File: src/rtl/oli_pkg.sv
`default_nettype none
package oli_pkg;

    localparam int ENTRY_W = 32;

    localparam logic [1:0] KIND_APPEND = 2'd0;
    localparam logic [1:0] KIND_INSERT = 2'd1;
    localparam logic [1:0] KIND_DELETE = 2'd2;
    localparam logic [1:0] KIND_FIND   = 2'd3;

    localparam logic [1:0] ST_OK      = 2'd0;
    localparam logic [1:0] ST_FULL    = 2'd1;
    localparam logic [1:0] ST_RANGE   = 2'd2;
    localparam logic [1:0] ST_MISSING = 2'd3;

    typedef struct packed {
        logic [1:0]                kind;
        logic signed [ENTRY_W-1:0] value;
        logic [6:0]                position;
    } oli_req_t;

    typedef struct packed {
        logic [1:0] status;
        logic [5:0] found_position;
        logic [6:0] count;
    } oli_rsp_t;

    typedef struct packed {
        logic load;
        logic take_left;
        logic take_right;
    } oli_cell_ctl_t;

endpackage
`default_nettype wire

File: src/rtl/oli_cell.sv
`default_nettype none
module oli_cell (
    input  wire logic                        clk,
    input  wire oli_pkg::oli_cell_ctl_t      ctl,
    input  wire logic [oli_pkg::ENTRY_W-1:0] value,
    input  wire logic [oli_pkg::ENTRY_W-1:0] left,
    input  wire logic [oli_pkg::ENTRY_W-1:0] right,
    input  wire logic                        occupied,
    output logic [oli_pkg::ENTRY_W-1:0]      entry,
    output logic                             match
);
    import oli_pkg::*;

    logic [ENTRY_W-1:0] entry_reg;
    logic [ENTRY_W-1:0] entry_next;

    always_comb
    begin
        entry_next = entry_reg;
        if (ctl.load)
        begin
            entry_next = value;
        end
        else if (ctl.take_left)
        begin
            entry_next = left;
        end
        else if (ctl.take_right)
        begin
            entry_next = right;
        end
    end

    always_ff @(posedge clk)
    begin
        entry_reg <= entry_next;
    end

    assign entry = entry_reg;
    assign match = occupied && (entry_reg == value);

endmodule
`default_nettype wire

File: config.mk
export PLATFORM = sky130hd
export DESIGN_NAME = oli_cell
export DESIGN_NICKNAME = d
export VERILOG_FILES = /design/src/rtl/oli_pkg.sv /design/src/rtl/oli_cell.sv
export SDC_FILE = /design/constraint.sdc
export NUM_CORES = 1
export LEC_CHECK = 0
export ABC_AREA = 1
export BUFFER_PORTS_ARGS = -buffer_cell sky130_fd_sc_hd__buf_2
export CAP_MARGIN = 25
export CORE_AREA = 2 2 71 73
export CTS_BUF_LIST = sky130_fd_sc_hd__clkbuf_4 sky130_fd_sc_hd__clkbuf_8
export CTS_CLUSTER_DIAMETER = 60
export DETAILED_ROUTE_END_ITERATION = 7
export DIE_AREA = 0 0 73 75
export PLACE_DENSITY = 0.89
export SYNTH_ARGS = -nofsm -noshare
export SYNTH_HDL_FRONTEND = slang
export SYNTH_SLANG_ARGS = --single-unit
File: constraint.sdc
create_clock -name clk -period 2.75 [get_ports clk]
set_clock_uncertainty 0.2 [all_clocks]
set_input_delay 0.1375 -clock clk [delete_from_list [all_inputs] [get_ports clk]]
set_output_delay 0.1375 -clock clk [all_outputs]
set_load 0.03 [all_outputs]
=== After elaboration in Yosys (flattened, before gate mapping) ===
Cells that the tools add are included.
Widths: inputs -> output; s select.

* Equal/unequal tests: 1
* Mux-type cells: 3
* Reductions and logical operators: 2

{| class="wikitable"
|+ Operators by type and width
! kind !! number
|-
| $mux 32 || 3
|-
| $eq 32x32->1 || 1
|-
| $reduce_bool 3->1 || 1
|-
| $logic_and 1x1->1 || 1
|}

* Bits in registers: 32
* Bits of input ports: 101
* Output and inout port bits: 33
* Logic and storage cells: 7

=== Longest topological paths before layout ===
* Depth after elaboration: 3
* Mapped depth: 8
* Gate-level depth less buffers: 8

=== Least setup slack after synthesis ===
Ideal clock, no wire load.

* Kind: input -> register
* Start: input ctl[1] (netlist name)
* End: register entry_reg[0] (netlist: entry[0]) (enable)
* Setup time: 0.389 ns
* Arrival: 1.188 ns
* Required time: 2.161 ns
* Setup slack: 0.972 ns
* Stages on the path: 4
* Buffers on the path: 2
* Cells stage by stage: buf_4 > buf_2 > nor2_1 > nand2_1

* Word-level cells in the longest chain between the ends: 1

{| class="wikitable"
|+ RTL lines
! item !! RTL line !! text
|-
| start: declaration || oli_cell.sv:4 || <nowiki>input wire oli_pkg::oli_cell_ctl_t ctl,</nowiki>
|-
| $reduce_bool 3->1 (no line) || -- ||
|-
| end signal: assignment || oli_cell.sv:36 || <nowiki>entry_reg <= entry_next;</nowiki>
|-
| end: declaration || oli_cell.sv:14 || <nowiki>logic [ENTRY_W-1:0] entry_reg;</nowiki>
|}

Every way passes these cells.
A chain may end at the register's enable or synchronous reset.

=== Worst setup path in the final report ===
* Start: register entry_reg[24] (netlist: entry[24])
* End: output match

* Word-level cells in the longest chain between the ends: 2

{| class="wikitable"
|+ RTL lines
! item !! RTL line !! text
|-
| $eq 32x32->1 || oli_cell.sv:40 || <nowiki>assign match = occupied && (entry_reg == value);</nowiki>
|-
| $logic_and 1x1->1 || oli_cell.sv:40 ||
|-
| end: declaration || oli_cell.sv:10 || <nowiki>output logic match</nowiki>
|}

Every way passes these cells.

==> results.yml <==
run_status:
  status: "finished, final reports clean"
worst_hold_path:
  hp-class: "input port to flip-flop"
critical_path:
  critPathLaunchType: "flip-flop"
  crit_type: "flip-flop to output pin"
  slowest_stage: "edfxtp_1"
  critPathMaxFanout: 3
  slowest_delay_ns: 0.42
  crit_arrival_ns: 1.57
  worstPathCellList: "nand2_1 -> nand2_1 -> nor2_1 -> nand2_1 -> nor2_1 -> nand3_1 -> nor2_1 -> buf_2"
  cp_num_buf_inv: 1
  crit_required_ns: 2.41
  cp_top_family: "simple AND/OR/NAND/NOR gates"
  worstSetupEndpointType: "output pin"
place:
  placed_cells: 470
  placed_area_sq_um: 2855
  pre_cts_slack_ns: 1.055
  dpl.hpwl_um: 5134
  gp_congestion: 0.8515
  io_buffers: 133
timing:
  period_share: 0.6920
  whs_ns: 0.01239
  finalWorstSetupSlack_ns: 0.8469
  fmax_ghz: 0.5255
  tightestPinTransition_ns: 0.5147
  setup_violations: 0
  setup_tns_ns: 0
  hold_viol_final: 0
  fin_crit_ns: 1.903
  rsz0062_at_grt: "no"
  drv_slew: 0
  relSlewSlack: 0.6560
cts:
  cts_buffers: 5
  clock_sinks: 32
  clockBufferDepth: 2
  cts_tree: "built"
  root_buffer: "clkbuf_8"
  post_cts_resized: 0
  cts.reportedPaths.clkPinSlew_ns: 0.07
  cts-htree-levels: 2
  cts_setup_buffers: 0
  hold_buffers: 0
floorplan:
  fp.dieW_um: 73
  boundaryPins: 134
  coreArea_sq_um: 4661
  die-area_sq_um: 5475
  die_h_um: 75
  start_util: 0.4679
  rows: 25
cells_and_area:
  final_cells: 478
  synthToLayoutAreaGrowth_pct: 34.94
  stdcell_area_sq_um: 2943
  nNetsFinal: 524
  layout_commonest_cell: "buf_2"
  drive_gt1_frac: 0.3561
  largest_reg_flops: 32
  diodes: 0
  layout_common_cells: "buf_2, nand2_1, a21oi_1"
  final_core_util: 0.6314
global_route:
  grt_max_degree: 53
  grt_pass1_vias: 2329
  grt-ovfl-total: 0
  grtUsageTotal: 0.2469
  grt_pass1_wl_um: 10270
  antenna_found_initial: 0
detailed_routing:
  drt-total-wl_um: 6592
  dr_total_vias: 2429
  wire_per_inst_um: 13.79
  drt-pass1-iter-count: 4
  drcViolationCount: 0
  drtAntennaViolNets: 0
  drt_iter0_drc: 158
  via_per_inst: 5.082
synthesis:
  synth.ff_latch_count: 32
  synth.avg_cell_area_sq_um: 7.418
  netlist.area_leader.share: 0.4406
  yosysUniqueCellTypes: 18
  synth_fp_nets: 395
  yosysWarnings: 0
  netlist_area_sq_um: 2181
  synthCells: 294
  ys_seq_area_frac: 0.4406
  synth_top_area_cell: "edfxtp_1"
  yosys-top-cells-area: "edfxtp_1, nand2_1, a21oi_1, a22oi_1, inv_1"
pwr:
  ir_drop_mv: 0.2816
  powerDensity_nw_per_um2: 498.3
  fin_total_pwr_mw: 1.466
  power_leakage_nw: 1.574
flow_run:
  drv_cap: 0
cell usage after synthesis:
cell      count
nand2_1      92
a21oi_1      45
inv_1        33
edfxtp_1     32
nor2_1       31
a22oi_1      20
buf_2         9
inv_2         7
xnor2_1       6
o21ai_1       4
buf_6         3
xor2_1        3
buf_4         2
nand3_1       2
o211ai_1      2
clkinv_2      1
nor3_1        1
o21ai_0       1
layer usage:
layer  wire, um  global-route usage  share of wire
met1       2548              0.2850           0.39
met2       3312              0.4474           0.50
met3        636             0.05622          0.096
met4         94             0.09053          0.014
met5          0                   0              0
where the power goes:
part | internal [mW] | switching, mW | total [mW]
Combinational | 0.167 | 0.289 | 0.456
Sequential | 0.606 | 0.0430 | 0.649
Clock | 0.196 | 0.166 | 0.362
Total | 0.968 | 0.498 | 1.47
cell families (layout without fill, tap and decap cells):
family                    Yosys count  after routing  share of synthesized area
and+or+nand+nor                   126            126                     0.2186
DFF                                32             32                     0.4406
AOI/OAI and AO/OA                  72             72                     0.1905
buffers and inverters              55            185                     0.1142
xor gates and xnor gates            9              9                    0.03615
final cells by class:
type | instances | area (sq um)
clock buffer | 7 | 83.83
clock inverter | 1 | 3.754
fill | 430 | 1718
inverter | 41 | 155.1
multi-input combinational | 207 | 970.9
sequential | 32 | 960.9
tap | 54 | 67.56
timing repair buffer | 136 | 700.7
final timing paths:
path	cells after the start	end	start	slack [ns]
setup / recovery	8	match	entry[24]$_DFFE_PP_	0.85
hold / removal	3	entry[22]$_DFFE_PP_	left[22]	0.01
Power figures use the tool's default switching activity.
