===== src/rtl/oli_first.sv =====
`default_nettype none
module oli_first #(
    parameter int N  = 64,
    parameter int IW = 6
) (
    input  wire logic [N-1:0]  match,
    output logic               any,
    output logic [N-1:0]       seen,
    output logic [IW-1:0]      index
);
    localparam int LV = $clog2(N);

    logic [N-1:0] first;

    // inclusive prefix OR, log-depth
    always_comb
    begin
        seen = match;
        for (int l = 0; l < LV; l++)
        begin
            seen = seen | (seen << (1 << l));
        end
    end

    assign first = match & ~(seen << 1);
    assign any   = seen[N-1];

    always_comb
    begin
        index = '0;
        for (int i = 0; i < N; i++)
        begin
            if (first[i])
            begin
                index = index | IW'(i);
            end
        end
    end

endmodule
`default_nettype wire


===== config.mk =====
export PLATFORM = sky130hd
export DESIGN_NAME = oli_first
export DESIGN_NICKNAME = d
export VERILOG_FILES = /design/src/rtl/oli_first.sv
export SDC_FILE = /design/constraint.sdc
export NUM_CORES = 1
export LEC_CHECK = 0
export ABC_AREA = 1
export BUFFER_PORTS_ARGS = -buffer_cell sky130_fd_sc_hd__buf_2
export CAP_MARGIN = 15
export CORE_MARGIN = 1.5
export CORE_UTILIZATION = 40
export DETAILED_ROUTE_END_ITERATION = 7
export PLACE_DENSITY_LB_ADDON = 0.25
export SKIP_LAST_GASP = 1
export SLEW_MARGIN = 25
export SYNTH_ARGS = -nofsm -noshare
export SYNTH_HDL_FRONTEND = slang
export SYNTH_SLANG_ARGS = --single-unit

===== constraint.sdc =====
create_clock -name vclk -period 1.52
set_clock_uncertainty 0.15 [all_clocks]
set_input_delay 0.228 -clock vclk [all_inputs]
set_output_delay 0.228 -clock vclk [all_outputs]
set_load 0.02 [all_outputs]

==> reports/metrics.cfg, run 1 <==
[run_status]
stop_stage=global routing
outcome=aborted with a tool error
error_line=[ERROR GRT-0232] Routing congestion too high. Check the congestion heatmap in the GUI.

[place]
dpl-instance-area_um2=4100
io_buffers=135
gp_congestion=1.09
dp_slack_ns=-0.816
hpwl_mm=10.9

[die]
start_util_pct=41.6
die_x_um=78.9
num_io_pins=135
die_height_um=78.9
fp-row-count=27

[yosys]
syn_inst=529
ys_seq_area_share_pct=0
ys_warn_count=0
synth_cell_types=19
syn_area_per_cell_um2=4.35
syn_nets=593
netlist_area_um2=2300

[grt]
grt.total_usage_pct=73.7
overflow=52
grt_max_degree=7

[sta]
worst_endpoint_kind=primary output
grt-worst-endpoint=index[1]

[timing repair]
item	CTS
hold buffers	0
setup buffers	20
gates resized for setup	162
endpoints found under the setup margin	64
pin swaps	37
endpoints found under the hold margin	0
[synthesized netlist by cell type, drive strengths merged]
cell	count	area share, %
a21oi	2	0.43
a21boi	1	0.33
nor2	186	36
nand2	204	35
nand4	6	1.6
nand3b	7	2.3
o21ai	2	0.43
buf	2	0.65
inv	58	9.5
o211ai	1	0.33
and3	1	0.27
nor3	8	1.7
nand3	51	12
[logic make-up after synthesis]
group	Yosys count	share of synthesized area (%)
AO/OA/AOI/OAI	6	1.52
AND/OR/NAND/NOR	463	88.4
buffers and inverters	60	10.1
[through the flow]
step / cells / hold WS (ns)
2_1_floorplan: 529 / 0.419
3_5_place_dp: 860 / 0.694
4_1_cts: 874 / 0.639
3_3_place_gp: 860 / 0.678
[per-layer routing]
metal	overflow	GRT usage [%]
met1	1	71.7
met2	27	96.2
met3	2	52.0
met4	22	79.8
met5	0	2.73
==> run 2: changes to the inputs <==
--- a/config.mk
+++ b/config.mk
@@ -9,9 +9,9 @@
 export BUFFER_PORTS_ARGS = -buffer_cell sky130_fd_sc_hd__buf_2
 export CAP_MARGIN = 15
 export CORE_MARGIN = 1.5
-export CORE_UTILIZATION = 40
+export CORE_UTILIZATION = 25
 export DETAILED_ROUTE_END_ITERATION = 7
-export PLACE_DENSITY_LB_ADDON = 0.25
+export PLACE_DENSITY_LB_ADDON = 0.15
 export SKIP_LAST_GASP = 1
 export SLEW_MARGIN = 25
 export SYNTH_ARGS = -nofsm -noshare
==> constraint.sdc (replaced) <==
create_clock -name vclk -period 2
set_clock_uncertainty 0.15 [all_clocks]
set_input_delay 0.3 -clock vclk [all_inputs]
set_output_delay 0.3 -clock vclk [all_outputs]
set_load 0.02 [all_outputs]
==> run 2 against run 1 <==
Net effect:
- the flow now finishes, with violations (DRC, setup timing)
- synthesized area is the same
- synthesized cell count stayed put
==> reports/metrics.cfg, run 2 <==
[run_status]
outcome=finished, violations left
violations=DRC, setup timing

[cells_and_area]
areaGrowthSynthToFinish_pct=156
fin_util_pct=66.8
drive_gt1_share_pct=66.3
area.sequential_um2=0
nFlopsAndLatches=0
nets=900
antenna_cells=0
clockBufferCount=0
finalInstanceArea_um2=5880
final_cell_mix=buf_4 (141), nand2_1 (128), buf_2 (96), nor2_4 (73), buf_6 (67)
layout_commonest_cell=buf_4

[sta]
grt_setup_unrepaired=yes
fin_crit_sh_pct=119
layout_setup_ws_ns=-0.385
fmax_ghz=0.419
tightest_slew_ns=0.329
slew_headroom_pct=77.9
period_minus_slack_ns=2.38
hold_slack_ns=0.789
setup_violations=28
slew_violations=0
hold_viol=0

[die]
die_x_um=99.0  ; +25%
num_io_pins=135  ; unchanged
die_height_um=99.0  ; +25%
core-area_um2=8810
start_util_pct=26.1  ; -15 points
fp-row-count=34  ; +26%
dieArea_um2=9790

[power_and_ir_drop]
powerDensity_nw_per_um2=88.5
power_switching_share_pct=56.8
irDropWorstVdd_mv=0.0818
seq_power_share_pct=0
power.share.clock_pct=0
power_frac_comb_pct=100.0
cellLeakagePower_nw=3.03
p_switching_mw=0.296
p_int_mw=0.225

[routing]
wirelength_mm=16.3
drt_first_pass_iters=7
vias=4738
vias_per_cell=5.03
drc_errors=4
postRouteAntennaNets=0
drtIter0Drc=333
wl_per_cell_um=17.3

[critical_path]
crit_arrival_ns=1.93
path_class=in2out
crit_chain=buf_6, nor2_4, nand2_4, buf_12, nor2_4, nand2_4, nor2_8, nand2_2, nand2_2, nor2_4, nand4_1, nor2_1, nand2_1, buf_6
critPathSlowestCell=nor2_8
crit_required_ns=1.55
cp_slowest_stage_delay_ns=0.22
critPathBufInv=3
critPathMostFrequentCell=nor2_4
cp-start-kind=input port
cp_max_fo=5
worstSetupEndpointType=output pin
critPathTopFamily=simple AND/OR/NAND/NOR gates

[place]
dpl-instance-area_um2=4200  ; +2.3%
io_buffers=135  ; unchanged
hpwl_mm=12.6  ; +16%
gp_congestion=0.962  ; -11%

[grt]
grt_pass1_vias=4535
grt_pass1_wl_mm=23.8
grt_max_degree=7
grt.total_usage_pct=30.8
overflow=0
grt_antenna_before_repair=0

[yosys]
syn_nets=593  ; unchanged
yosys-top-cells-count=nand2_1 (195), nor2_1 (166), inv_1 (58)
synth_top_area_share_pct=31.8  ; unchanged
ys_seq_area_share_pct=0  ; unchanged
synth_largest_area_cell=nand2_1
synthTopCellsByArea=nand2_1 (32%), nor2_1 (27%), nand3_1 (11%)
netlist_area_um2=2300  ; unchanged
syn_inst=529  ; unchanged
ys_warn_count=0  ; unchanged
syn_area_per_cell_um2=4.35  ; unchanged
yosysMostFrequentCell=nand2_1
synth_cell_types=19  ; unchanged

[min_path]
hp-class=in2out

[flow_run]
drv_cap=0

[clocking]
hold_buffers=0  ; unchanged

==> run 2: cell counts after synthesis <==
No cell type changed its count.
==> run 2: cell type report <==
cell class                      instances  area, µm²
Timing Repair Buffer                  307       2340
Fill cell                             817       2920
Multi-Input combinational cell        469       3180
Inverter                               58        225
Tap cell                              108        135
==> run 2: path summary, 6_finish.rpt <==
kind	startpoint	cells after the start	to	slack, ns
worst max-delay path	match[3]	14	index[2]	-0.38
worst min-delay path	match[0]	3	seen[0]	0.79
==> run 2: metal layers <==
layer	track usage [%]	vias to the layer above	wire, µm
met5	0	-	0
met4	3.08	0	281
met3	2.41	26	1220
met2	52.7	234	7810
met1	43.4	2228	6950
li1	-	2250	-
==> run 2: cells by family after synthesis <==
kind of cell / count (synthesis) / share of synthesized area, %
simple gates: 463 / 88.4
compound gates: 6 / 1.52
buf+inv: 60 / 10.1
==> run 2: metrics by stage <==
step	instances	setup TNS (ns)	total power, mW	worst slack [ns]
floorplan	529	-0.0339	0.101	-0.0317
global placement	911	-8.43	0.353	-0.572
detailed placement	911	-7.50	0.348	-0.508
CTS	933	-3.15	0.441	-0.295
global route	942	-6.84	0.543	-0.441
finish	942	-4.77	0.521	-0.385
==> run 2: power by group through the flow <==
stage               sequential [mW]  clock [mW]  combinational [mW]
finish                            0           0               0.521
global route                      0           0               0.543
CTS                               0           0               0.441
detailed placement                0           0               0.348
global placement                  0           0               0.353
floorplan                         0           0               0.101
==> run 2: repair_timing <==
item	in CTS	in global routing
setup endpoints to repair	50	51
pin swaps	66	68
buffers inserted	29	20
resized for setup	263	165
Power figures use the tool's default switching activity.
==> run 3: changes to the inputs <==
--- a/config.mk
+++ b/config.mk
@@ -9,7 +9,7 @@
 export BUFFER_PORTS_ARGS = -buffer_cell sky130_fd_sc_hd__buf_2
 export CAP_MARGIN = 15
 export CORE_MARGIN = 1.5
-export CORE_UTILIZATION = 25
+export CORE_UTILIZATION = 47
 export DETAILED_ROUTE_END_ITERATION = 7
 export PLACE_DENSITY_LB_ADDON = 0.15
 export SKIP_LAST_GASP = 1
==> run 3 against run 2 <==
Net effect:
- the flow now stops in global routing
- synthesized area is the same
- synthesized cell count is the same
==> reports/metrics.cfg, run 3 <==
[place]
hpwl_mm=11.3  ; -11%
dpl-instance-area_um2=4070  ; -3.0%
gp_congestion=1.18  ; +23%
dp_slack_ns=-0.433  ; +0.0756 ns
io_buffers=135  ; unchanged

[yosys]
yosysMostFrequentCell=nand2_1
syn_area_per_cell_um2=4.35  ; unchanged
yosys-top-cells-count=nand2_1 (195), nor2_1 (166), inv_1 (58)
synth_top_area_share_pct=31.8  ; unchanged
netlist_area_um2=2300  ; unchanged
syn_nets=593  ; unchanged
synth_cell_types=19  ; unchanged
ys_warn_count=0  ; unchanged
synth_largest_area_cell=nand2_1
ys_seq_area_share_pct=0  ; unchanged
syn_inst=529  ; unchanged
synthTopCellsByArea=nand2_1 (32%), nor2_1 (27%), nand3_1 (11%)

[run_status]
error_line=[ERROR GRT-0116] Global routing finished with congestion. Check the congestion regions in the DRC Viewer.
outcome=aborted with a tool error
stop_stage=global routing

[grt]
grt_max_degree=7
overflow=2
grt.total_usage_pct=75.3
grt_pass1_wl_mm=30.2
grt_pass1_vias=5915

[die]
fp-row-count=25  ; -26%
num_io_pins=135  ; unchanged
start_util_pct=48.7  ; +23 points
die_height_um=73.0  ; -26%
die_x_um=73.0  ; -26%

[clocking]
hold_buffers=0  ; unchanged

[run 3: cell counts after synthesis]
Identical to the previous run, type by type.
[run 3: timing repair]
action / in CTS
hold endpoints to repair: 0
endpoints found under the setup margin: 40
pin swaps: 25
gates resized for setup: 93
setup buffers: 9
[run 3: metrics by stage]
step,setup TNS (ns),std cells
3_5_place_dp,-3.90,860
4_1_cts,-2.06,869
2_1_floorplan,-0.0339,529
3_3_place_gp,-2.60,860
[run 3: kinds of logic after synthesis]
family,Yosys count,synth area share (%)
simple gates,463,88.4
buf+inv,60,10.1
compound gates,6,1.52
[run 3: per-layer routing]
layer | track usage (%) | overflow
met5 | 29.3 | 0
met3 | 58.4 | 0
met4 | 75.1 | 0
met2 | 93.2 | 2
met1 | 74.7 | 0
